File: config.mk
export PLATFORM = sky130hd
export DESIGN_NAME = knob_window_change_detector
export DESIGN_NICKNAME = d
export VERILOG_FILES = /design/src/rtl/kwcd_pkg.sv /design/src/rtl/kwcd_ram.sv /design/src/rtl/kwcd_ctrl.sv /design/src/rtl/kwcd_dp.sv /design/src/rtl/knob_window_change_detector.sv
export SDC_FILE = /design/constraint.sdc
export NUM_CORES = 1
export LEC_CHECK = 0
export ABC_CLOCK_PERIOD_IN_PS = 7500
export BUFFER_PORTS_ARGS = -buffer_cell sky130_fd_sc_hd__buf_2
export CORE_AREA = 5 5 206 228
export DETAILED_ROUTE_END_ITERATION = 12
export DIE_AREA = 0 0 211 233
export PLACE_DENSITY = 0.55
export SYNTH_ARGS = -nofsm -noshare
export SYNTH_HDL_FRONTEND = slang
export SYNTH_SLANG_ARGS = --single-unit
File: constraint.sdc
create_clock -name i_clk -period 7.5 [get_ports i_clk]
set_input_delay 1.5 -clock i_clk [delete_from_list [all_inputs] [get_ports i_clk]]
set_output_delay 1.5 -clock i_clk [all_outputs]
set_load 0.05 [all_outputs]
File: src/rtl/kwcd_pkg.sv
`timescale 1ns / 1ps
`default_nettype none

package kwcd_pkg;

    localparam int SAMPLE_W     = 12;
    localparam int KNOB_IDX_W   = 2;
    localparam int IN_FIELDS    = 3;
    localparam int IN_TDATA_W   = 40;
    localparam int OUT_TDATA_W  = 16;

    localparam logic [SAMPLE_W-1:0] THRESH_RESET = 12'd20;

    // Commands from the controller to the datapath.
    typedef struct packed {
        logic wr_en;     // store the incoming word at the window position
        logic rd_en;     // read one window row
        logic rd_first;  // the row being read is row zero
        logic cmp_en;    // register the per-knob threshold hits
        logic load;      // load the output register with the current knob
    } t_cmd;

    // Status from the datapath to the controller.
    typedef struct packed {
        logic hit;       // current knob exceeded the threshold
        logic out_free;  // output register can take a word this cycle
    } t_sts;

endpackage

`default_nettype wire

File: src/rtl/kwcd_ram.sv
`timescale 1ns / 1ps
`default_nettype none

module kwcd_ram #(
    parameter int WIDTH = 12,
    parameter int DEPTH = 16,
    localparam int AW   = (DEPTH > 1) ? $clog2(DEPTH) : 1
) (
    input  wire logic             i_clk,
    input  wire logic             i_wr_en,
    input  wire logic [AW-1:0]    i_wr_addr,
    input  wire logic [WIDTH-1:0] i_wr_data,
    input  wire logic             i_rd_en,
    input  wire logic [AW-1:0]    i_rd_addr,
    output logic      [WIDTH-1:0] o_rd_data
);

    logic [WIDTH-1:0] r_mem [DEPTH];

    always_ff @(posedge i_clk) begin
        if (i_wr_en) begin
            r_mem[i_wr_addr] <= i_wr_data;
        end
        if (i_rd_en) begin
            o_rd_data <= r_mem[i_rd_addr];
        end
    end

endmodule

`default_nettype wire

File: src/rtl/kwcd_ctrl.sv
`timescale 1ns / 1ps
`default_nettype none

module kwcd_ctrl #(
    parameter int WINDOW_LEN = 5,
    parameter int KNOB_COUNT = 3,
    localparam int AW = $clog2(WINDOW_LEN),
    localparam int CW = $clog2(WINDOW_LEN + 1),
    localparam int KW = (KNOB_COUNT > 1) ? $clog2(KNOB_COUNT) : 1
) (
    input  wire logic            i_clk,
    input  wire logic            i_rst_n,
    input  wire logic            i_in_valid,
    output logic                 o_in_ready,
    input  wire kwcd_pkg::t_sts  i_sts,
    output kwcd_pkg::t_cmd       o_cmd,
    output logic      [AW-1:0]   o_wr_addr,
    output logic      [AW-1:0]   o_rd_addr,
    output logic      [KW-1:0]   o_knob
);

    import kwcd_pkg::*;

    typedef enum logic [1:0] {
        S_IDLE,
        S_READ,
        S_CMP,
        S_EMIT
    } t_state;

    t_state          r_state, n_state;
    logic [AW-1:0]   r_pos,   n_pos;
    logic [CW-1:0]   r_cnt,   n_cnt;
    logic [KW-1:0]   r_knob,  n_knob;
    logic            accept;
    logic            wrap;
    logic            advance;

    assign o_in_ready = (r_state == S_IDLE);
    assign accept     = o_in_ready && i_in_valid;
    assign wrap       = (r_pos == AW'(WINDOW_LEN - 1));
    // A knob without a hit is skipped at once; one with a hit waits for the output.
    assign advance    = !i_sts.hit || i_sts.out_free;

    always_comb begin
        o_cmd          = '0;
        o_cmd.wr_en    = accept;
        o_cmd.rd_en    = (r_state == S_READ) && (r_cnt < CW'(WINDOW_LEN));
        o_cmd.rd_first = (r_cnt == '0);
        o_cmd.cmp_en   = (r_state == S_CMP);
        o_cmd.load     = (r_state == S_EMIT) && i_sts.hit && i_sts.out_free;
        o_wr_addr      = r_pos;
        o_rd_addr      = r_cnt[AW-1:0];
        o_knob         = r_knob;
    end

    always_comb begin
        n_state = r_state;
        n_pos   = r_pos;
        n_cnt   = r_cnt;
        n_knob  = r_knob;
        unique case (r_state)
            S_IDLE: begin
                if (accept) begin
                    if (wrap) begin
                        n_pos   = '0;
                        n_cnt   = '0;
                        n_state = S_READ;
                    end else begin
                        n_pos = r_pos + 1'b1;
                    end
                end
            end
            S_READ: begin
                // The last row's data is accumulated in the cycle after it is read.
                if (r_cnt == CW'(WINDOW_LEN)) begin
                    n_state = S_CMP;
                end else begin
                    n_cnt = r_cnt + 1'b1;
                end
            end
            S_CMP: begin
                n_knob  = '0;
                n_state = S_EMIT;
            end
            S_EMIT: begin
                if (advance) begin
                    if (r_knob == KW'(KNOB_COUNT - 1)) begin
                        n_state = S_IDLE;
                    end else begin
                        n_knob = r_knob + 1'b1;
                    end
                end
            end
            default: n_state = S_IDLE;
        endcase
    end

    always_ff @(posedge i_clk) begin
        if (!i_rst_n) begin
            r_state <= S_IDLE;
            r_pos   <= '0;
            r_cnt   <= '0;
            r_knob  <= '0;
        end else begin
            r_state <= n_state;
            r_pos   <= n_pos;
            r_cnt   <= n_cnt;
            r_knob  <= n_knob;
        end
    end

`ifndef ASSERT_OFF
    a_no_rw_overlap: assert property (@(posedge i_clk) disable iff (!i_rst_n)
        !(o_cmd.wr_en && o_cmd.rd_en))
        else $error("window write and read sweep overlap");

    a_load_when_free: assert property (@(posedge i_clk) disable iff (!i_rst_n)
        o_cmd.load |-> i_sts.out_free)
        else $error("output register loaded while occupied");

    a_pos_range: assert property (@(posedge i_clk) disable iff (!i_rst_n)
        r_pos <= AW'(WINDOW_LEN - 1))
        else $error("window position out of range");

    a_wrap_busy: assert property (@(posedge i_clk) disable iff (!i_rst_n)
        (accept && wrap) |=> (!o_in_ready && r_pos == '0))
        else $error("wrap did not start the window reduction");
`endif

endmodule

`default_nettype wire

File: src/rtl/kwcd_dp.sv
`timescale 1ns / 1ps
`default_nettype none

module kwcd_dp #(
    parameter int WINDOW_LEN = 5,
    parameter int KNOB_COUNT = 3,
    localparam int AW = $clog2(WINDOW_LEN),
    localparam int KW = (KNOB_COUNT > 1) ? $clog2(KNOB_COUNT) : 1
) (
    input  wire logic                                i_clk,
    input  wire logic                                i_rst_n,
    input  wire kwcd_pkg::t_cmd                      i_cmd,
    input  wire logic      [AW-1:0]                  i_wr_addr,
    input  wire logic      [AW-1:0]                  i_rd_addr,
    input  wire logic      [KW-1:0]                  i_knob,
    input  wire logic      [kwcd_pkg::IN_TDATA_W-1:0] i_samples,
    input  wire logic                                i_cfg_valid,
    input  wire logic      [kwcd_pkg::SAMPLE_W-1:0]  i_cfg_data,
    output kwcd_pkg::t_sts                           o_sts,
    output logic           [kwcd_pkg::OUT_TDATA_W-1:0] o_tdata,
    output logic           [kwcd_pkg::KNOB_IDX_W-1:0]  o_tuser,
    output logic                                     o_tlast,
    output logic                                     o_tvalid,
    input  wire logic                                i_tready
);

    import kwcd_pkg::*;

    localparam int RW = SAMPLE_W * KNOB_COUNT;

    logic [RW-1:0]         wr_row;
    logic [RW-1:0]         rd_row;
    logic [SAMPLE_W-1:0]   r_acc  [KNOB_COUNT];
    logic [SAMPLE_W-1:0]   r_last [KNOB_COUNT];
    logic [KNOB_COUNT-1:0] r_hit, n_hit;
    logic [KNOB_COUNT-1:0] upper;
    logic [SAMPLE_W-1:0]   diff   [KNOB_COUNT];
    logic [SAMPLE_W-1:0]   r_thr;
    logic                  r_acc_en;
    logic                  r_acc_first;
    logic [SAMPLE_W-1:0]   r_oval;
    logic [KNOB_IDX_W-1:0] r_ouser;
    logic                  r_olast;
    logic                  r_ovalid;

    // One RAM row holds one poll round, all knobs side by side.
    assign wr_row = i_samples[RW-1:0];

    kwcd_ram #(
        .WIDTH (RW),
        .DEPTH (WINDOW_LEN)
    ) u_window (
        .i_clk     (i_clk),
        .i_wr_en   (i_cmd.wr_en),
        .i_wr_addr (i_wr_addr),
        .i_wr_data (wr_row),
        .i_rd_en   (i_cmd.rd_en),
        .i_rd_addr (i_rd_addr),
        .o_rd_data (rd_row)
    );

    always_ff @(posedge i_clk) begin
        if (!i_rst_n) begin
            r_acc_en    <= 1'b0;
            r_acc_first <= 1'b0;
        end else begin
            r_acc_en    <= i_cmd.rd_en;
            r_acc_first <= i_cmd.rd_en && i_cmd.rd_first;
        end
    end

    // Running halving average, one lane per knob.
    always_ff @(posedge i_clk) begin
        if (r_acc_en) begin
            for (int k = 0; k < KNOB_COUNT; k++) begin
                if (r_acc_first) begin
                    r_acc[k] <= rd_row[k*SAMPLE_W +: SAMPLE_W];
                end else begin
                    r_acc[k] <= SAMPLE_W'(({1'b0, r_acc[k]}
                                + {1'b0, rd_row[k*SAMPLE_W +: SAMPLE_W]}) >> 1);
                end
            end
        end
    end

    always_comb begin
        for (int k = 0; k < KNOB_COUNT; k++) begin
            diff[k]  = (r_acc[k] >= r_last[k]) ? (r_acc[k] - r_last[k])
                                               : (r_last[k] - r_acc[k]);
            n_hit[k] = (diff[k] > r_thr);
        end
    end

    always_ff @(posedge i_clk) begin
        if (!i_rst_n) begin
            r_thr <= THRESH_RESET;
            r_hit <= '0;
        end else begin
            if (i_cfg_valid) begin
                r_thr <= i_cfg_data;
            end
            if (i_cmd.cmp_en) begin
                r_hit <= n_hit;
            end
        end
    end

    always_ff @(posedge i_clk) begin
        if (!i_rst_n) begin
            for (int k = 0; k < KNOB_COUNT; k++) begin
                r_last[k] <= '0;
            end
        end else if (i_cmd.load) begin
            r_last[i_knob] <= r_acc[i_knob];
        end
    end

    // The event is the round's last when no higher knob has a hit.
    assign upper = (r_hit >> i_knob) >> 1;

    always_ff @(posedge i_clk) begin
        if (!i_rst_n) begin
            r_ovalid <= 1'b0;
        end else if (i_cmd.load) begin
            r_ovalid <= 1'b1;
        end else if (i_tready) begin
            r_ovalid <= 1'b0;
        end
    end

    always_ff @(posedge i_clk) begin
        if (i_cmd.load) begin
            r_oval  <= r_acc[i_knob];
            r_ouser <= KNOB_IDX_W'(i_knob);
            r_olast <= (upper == '0);
        end
    end

    assign o_sts.hit      = r_hit[i_knob];
    assign o_sts.out_free = !r_ovalid || i_tready;
    assign o_tdata        = OUT_TDATA_W'(r_oval);
    assign o_tuser        = r_ouser;
    assign o_tlast        = r_olast;
    assign o_tvalid       = r_ovalid;

endmodule

`default_nettype wire

File: src/rtl/knob_window_change_detector.sv
`timescale 1ns / 1ps
`default_nettype none
// A round that does not complete the window is only written to the window RAM and gives no word.
// A round that completes it sweeps the window RAM one row per cycle; the word for knob k
// is loaded into the output register after the sweep, the compare and the lower knobs.
// Such a round holds s_axis_tready low through the sweep, the compare and each knob's word plus any
// output stall, set by the single read port of the window RAM and the one output register.
// Synchronous active-low reset clears the position and reported values and sets the threshold to 20.

module knob_window_change_detector #(
    parameter int WINDOW_LEN = 5,
    parameter int KNOB_COUNT = 3
) (
    input  wire logic                                 i_clk,
    input  wire logic                                 i_rst_n,
    input  wire logic                                 s_axis_tvalid,
    output logic                                      s_axis_tready,
    // sample_knob0, sample_knob1, sample_knob2, zero fill
    input  wire logic [kwcd_pkg::IN_TDATA_W-1:0]      s_axis_tdata,
    output logic                                      m_axis_tvalid,
    input  wire logic                                 m_axis_tready,
    // averaged_value, zero fill
    output logic      [kwcd_pkg::OUT_TDATA_W-1:0]     m_axis_tdata,
    // knob_index
    output logic      [kwcd_pkg::KNOB_IDX_W-1:0]      m_axis_tuser,
    output logic                                      m_axis_tlast,
    input  wire logic                                 i_cfg_valid,
    output logic                                      o_cfg_ready,
    input  wire logic [kwcd_pkg::SAMPLE_W-1:0]        i_cfg_data
);

    import kwcd_pkg::*;

    localparam int AW = $clog2(WINDOW_LEN);
    localparam int KW = (KNOB_COUNT > 1) ? $clog2(KNOB_COUNT) : 1;

    t_cmd          cmd;
    t_sts          sts;
    logic [AW-1:0] wr_addr;
    logic [AW-1:0] rd_addr;
    logic [KW-1:0] knob;

    assign o_cfg_ready = 1'b1;

    kwcd_ctrl #(
        .WINDOW_LEN (WINDOW_LEN),
        .KNOB_COUNT (KNOB_COUNT)
    ) u_ctrl (
        .i_clk      (i_clk),
        .i_rst_n    (i_rst_n),
        .i_in_valid (s_axis_tvalid),
        .o_in_ready (s_axis_tready),
        .i_sts      (sts),
        .o_cmd      (cmd),
        .o_wr_addr  (wr_addr),
        .o_rd_addr  (rd_addr),
        .o_knob     (knob)
    );

    kwcd_dp #(
        .WINDOW_LEN (WINDOW_LEN),
        .KNOB_COUNT (KNOB_COUNT)
    ) u_dp (
        .i_clk       (i_clk),
        .i_rst_n     (i_rst_n),
        .i_cmd       (cmd),
        .i_wr_addr   (wr_addr),
        .i_rd_addr   (rd_addr),
        .i_knob      (knob),
        .i_samples   (s_axis_tdata),
        .i_cfg_valid (i_cfg_valid),
        .i_cfg_data  (i_cfg_data),
        .o_sts       (sts),
        .o_tdata     (m_axis_tdata),
        .o_tuser     (m_axis_tuser),
        .o_tlast     (m_axis_tlast),
        .o_tvalid    (m_axis_tvalid),
        .i_tready    (m_axis_tready)
    );

endmodule

`default_nettype wire
==> flow_summary.json <==
{
  "final_hold_vios": 0,
  "num-nets-final": 1737,
  "grt_most_used_layer": "met2",
  "grt.met1_usage": 0.2056,
  "syn2layout_area_growth_pct": 11.95,
  "viasPerCell": 5.253,
  "dp_slack_ns": 2.929,
  "start_util": 0.4081,
  "totalNegativeSetupSlack_ns": 0,
  "post_synth_mux_area_share": 0.09498,
  "grt_antenna_before_repair": 2,
  "vias_in_the_first_global_route": 11200,
  "final_max_slew_viol_count": 0,
  "finalWeightedCongestion": 0.9371,
  "critical_path.cell_chain": "inv_1, ha_1, a2111oi_4, o21ai_1, a311o_1, a21oi_4, mux2i_1, o22ai_1, nor4bb_2, ha_1, a21o_1, a21o_1, a21oi_1, o221ai_1, o211ai_1, a21boi_0",
  "postPlaceCellArea_um2": 18980,
  "synth_simple_gate_area_share": 0.08374,
  "path_buf_inv": 1,
  "fin_crit_sh": 0.6129,
  "power_density_nw_per_um2": 243.1,
  "fp.coreArea_um2": 44190,
  "placementRows": 81,
  "die_area_um2": 49160,
  "synth_compound_gate_area_share": 0.1102,
  "tritoncts_clock_tree": "done",
  "maxCapViolations": 0,
  "run_status": "complete, no violations",
  "vdd_drop_max_v": 0.0001947,
  "num_antenna_cells": 0,
  "post_cts_resize_count": 0,
  "floorplan.die.width_um": 211,
  "clk_pin_slew_worst_paths_ns": 0.06,
  "cts.sink_count": 333,
  "p_leak_nw": 7.735,
  "tritoncts.num_buffers": 36,
  "cell_variety_after_synth": 64,
  "setup_violations": 0,
  "fin_crit_ns": 4.597,
  "global_route.usage.total": 0.1629,
  "synth-xor-area-share": 0.01603,
  "timing.hold.worst.start": "u_dp.r_hit[0]$_SDFFE_PN0P_",
  "synth_seq_area_share": 0.5378,
  "cts_hold_repair.buffers": 0,
  "pnr_total_power_w": 0.004908,
  "final_layout_size_suffix_gt1_frac": 0.1531,
  "detail_route.first_pass.iterations": 7,
  "post-route-util": 0.4569,
  "finalWorstSetupSlack_ns": 2.903,
  "critPathKind": "register to register",
  "timing.max_slew.rel_slack": 0.2991,
  "detail_route.wl_per_cell_um": 18.87,
  "r2r_start": "u_dp.r_acc[0][7]$_DFFE_PP_",
  "grt.overflow.total": 0,
  "crit_path_max_fanout": 15,
  "syn-mean-instance-area_um2": 12.37,
  "grt_setup_unrepaired": "false",
  "postCtsSetupRepairBufs": 0,
  "placement.io_buffers": 69,
  "design.portCount": 79,
  "cpPeakStageDelay_ns": 0.50,
  "die_h_um": 233,
  "synth_adder_area_share": 0.1141,
  "synth.cell_area_um2": 18030,
  "max_freq_mhz": 217.6,
  "grt_util_met2": 0.2829,
  "critPathCaptureType": "register",
  "grt.met3_usage": 0.02602,
  "crit_slowest_cell": "edfxtp_1",
  "combinational_family_with_the_most_area_after_synthesis": "adder cells",
  "worst_setup_path_startpoint": "u_dp.r_acc[0][7]$_DFFE_PP_",
  "cts_htree_levels": 2,
  "tightest_slew_ns": 1.051,
  "totalWireLength_um": 40170,
  "synth-seq-cells": 333,
  "ys_async_sr_fraction": 0,
  "drc": 0,
  "postRouteAntennaNets": 0,
  "endpoint_arrival_time_on_the_critical_path_ns": 5.02,
  "synth_enable_flop_cells": 303,
  "post_synth_inst_count": 1458,
  "pin_count_of_the_biggest_net_entering_global_routing": 47,
  "design_area_um2": 20190,
  "final.setup_skew_ns": 0.01210,
  "timing.critical_path.from_type": "register",
  "synth-main-ff-cell": "edfxtp_1",
  "drt_iter0_drcs": 671,
  "clk_path_buf_depth": 3,
  "root_buffer": "clkbuf_16",
  "filler_cell_count": 4022,
  "place.detailed.hpwl_um": 28690,
  "cpLargestDelayFamily": "compound AO/OA/AOI/OAI gates",
  "regToRegSetupSlack_ns": 2.90,
  "ys.warnings.count": 0,
  "vias_after_detailed_routing": 11180,
  "hold_path.class": "register to register",
  "data_required_time_at_the_worst_endpoint_ns": 7.92,
  "clk-insertion-delay-late_ns": 0.54,
  "wire_length_of_the_first_global_routing_pass_um": 62880
}
final timing paths:
check                                     to  cells past startpoint
setup / recovery  u_dp.r_hit[0]$_SDFFE_PN0P_                     16
hold / removal    u_dp.r_hit[0]$_SDFFE_PN0P_                      2
setup reg to reg  u_dp.r_hit[0]$_SDFFE_PN0P_                     16
hold reg to reg   u_dp.r_hit[0]$_SDFFE_PN0P_                      2
cells in the final DEF, fill, tap and decap left out, types with 8 or more instances in the layout:
cell         n
mux4_2      36
a21oi_1     75
nor3_1      23
dfxtp_1     27
buf_4       11
clkbuf_16   37
o21ai_0     68
or3_1       10
edfxtp_1   303
xor2_1      14
nand2_1     63
nand4_1     19
o22ai_1      9
a21o_1      30
nor2_1     107
fa_1         9
mux2i_1     44
mux2_2      40
nor2b_1     26
o31ai_1     22
nand3_1     13
inv_1      137
o21bai_1     8
and2_1      11
o21a_1      15
o211ai_1    10
xnor2_1     19
a21boi_0    11
and3_1       9
buf_2       69
a211oi_1    12
ha_1       150
nand2b_1    13
per-stage QoR:
| stage | hold slack (ns) | cells |
|---|---|---|
| 2_1_floorplan | 0.4536 | 1461 |
| 3_3_place_gp | 0.4741 | 2064 |
| 3_5_place_dp | 0.4866 | 2064 |
| 4_1_cts | 0.5000 | 2129 |
| 5_1_grt | 0.5283 | 2129 |
| 6_report | 0.4879 | 2129 |
layer usage:
layer	wire length [µm]	vias up
met5	27	-
met4	1438	4
met3	1278	79
met2	19890	191
met1	17530	5404
li1	-	5506
cell usage after synthesis, types with 23 or more instances:
library cell	n	area (µm²)
a21o_1	30	225.2
mux4_2	36	810.8
mux2_2	40	450.4
nor2_1	107	401.6
inv_1	137	514.2
a21oi_1	75	375.4
edfxtp_1	303	9099
dfxtp_1	30	600.6
nor2b_1	26	162.7
o21ai_0	68	340.3
clkbuf_1	38	142.6
mux2i_1	44	440.4
nor3_1	23	115.1
nand2_1	63	236.5
ha_1	150	1877
state kept, by name (all words and copies together) (netlist names), named ones only:
signal,flops
u_dp.r_last,36
u_ctrl.o_knob,2
u_dp.u_window.o_rd_data,36
u_dp.o_tuser,2
u_dp.r_acc,36
u_dp.r_acc_en,1
u_dp.o_tlast,1
u_dp.u_window.r_mem,180
u_dp.o_tvalid,1
u_ctrl.o_wr_addr,3
u_ctrl.r_state,2
u_ctrl.o_rd_addr,3
u_dp.r_hit,3
u_dp.r_thr,12
u_dp.r_acc_first,1
u_dp.r_oval,12
power breakdown:
part           total, W  switching [W]  internal (W)
registers       0.00225      0.0000654       0.00219
logic          0.000867       0.000503      0.000364
clock network   0.00179       0.000737       0.00105
logic make-up after synthesis:
kind of cell / count (synthesis)
compound gates: 302
other cells: 2
flops: 333
xor+xnor: 33
simple gates: 313
buf+inv: 195
fa+ha+maj: 159
mux: 121
final cells by class:
class / count / area, µm² / area share
Tap cell: 581 / 726.9 / 0.03601
Timing Repair Buffer: 80 / 427.9 / 0.02119
Multi-Input combinational cell: 933 / 7609 / 0.3769
Inverter: 137 / 514.2 / 0.02547
Clock inverter: 21 / 216.5 / 0.01072
Sequential cell: 333 / 9703 / 0.4806
Clock buffer: 44 / 992.2 / 0.04914
worst reg2reg max path, delay by kind of cell (launching register included):
family / cells / cell delay, ns
AO/OA/AOI/OAI: 11 / 2.48
adder cells (fa/ha/maj): 2 / 0.73
buffers and inverters: 1 / 0.08
flip-flops: 1 / 0.50
multiplexers: 1 / 0.41
AND/OR/NAND/NOR: 1 / 0.29
Power figures use the tool's default switching activity.
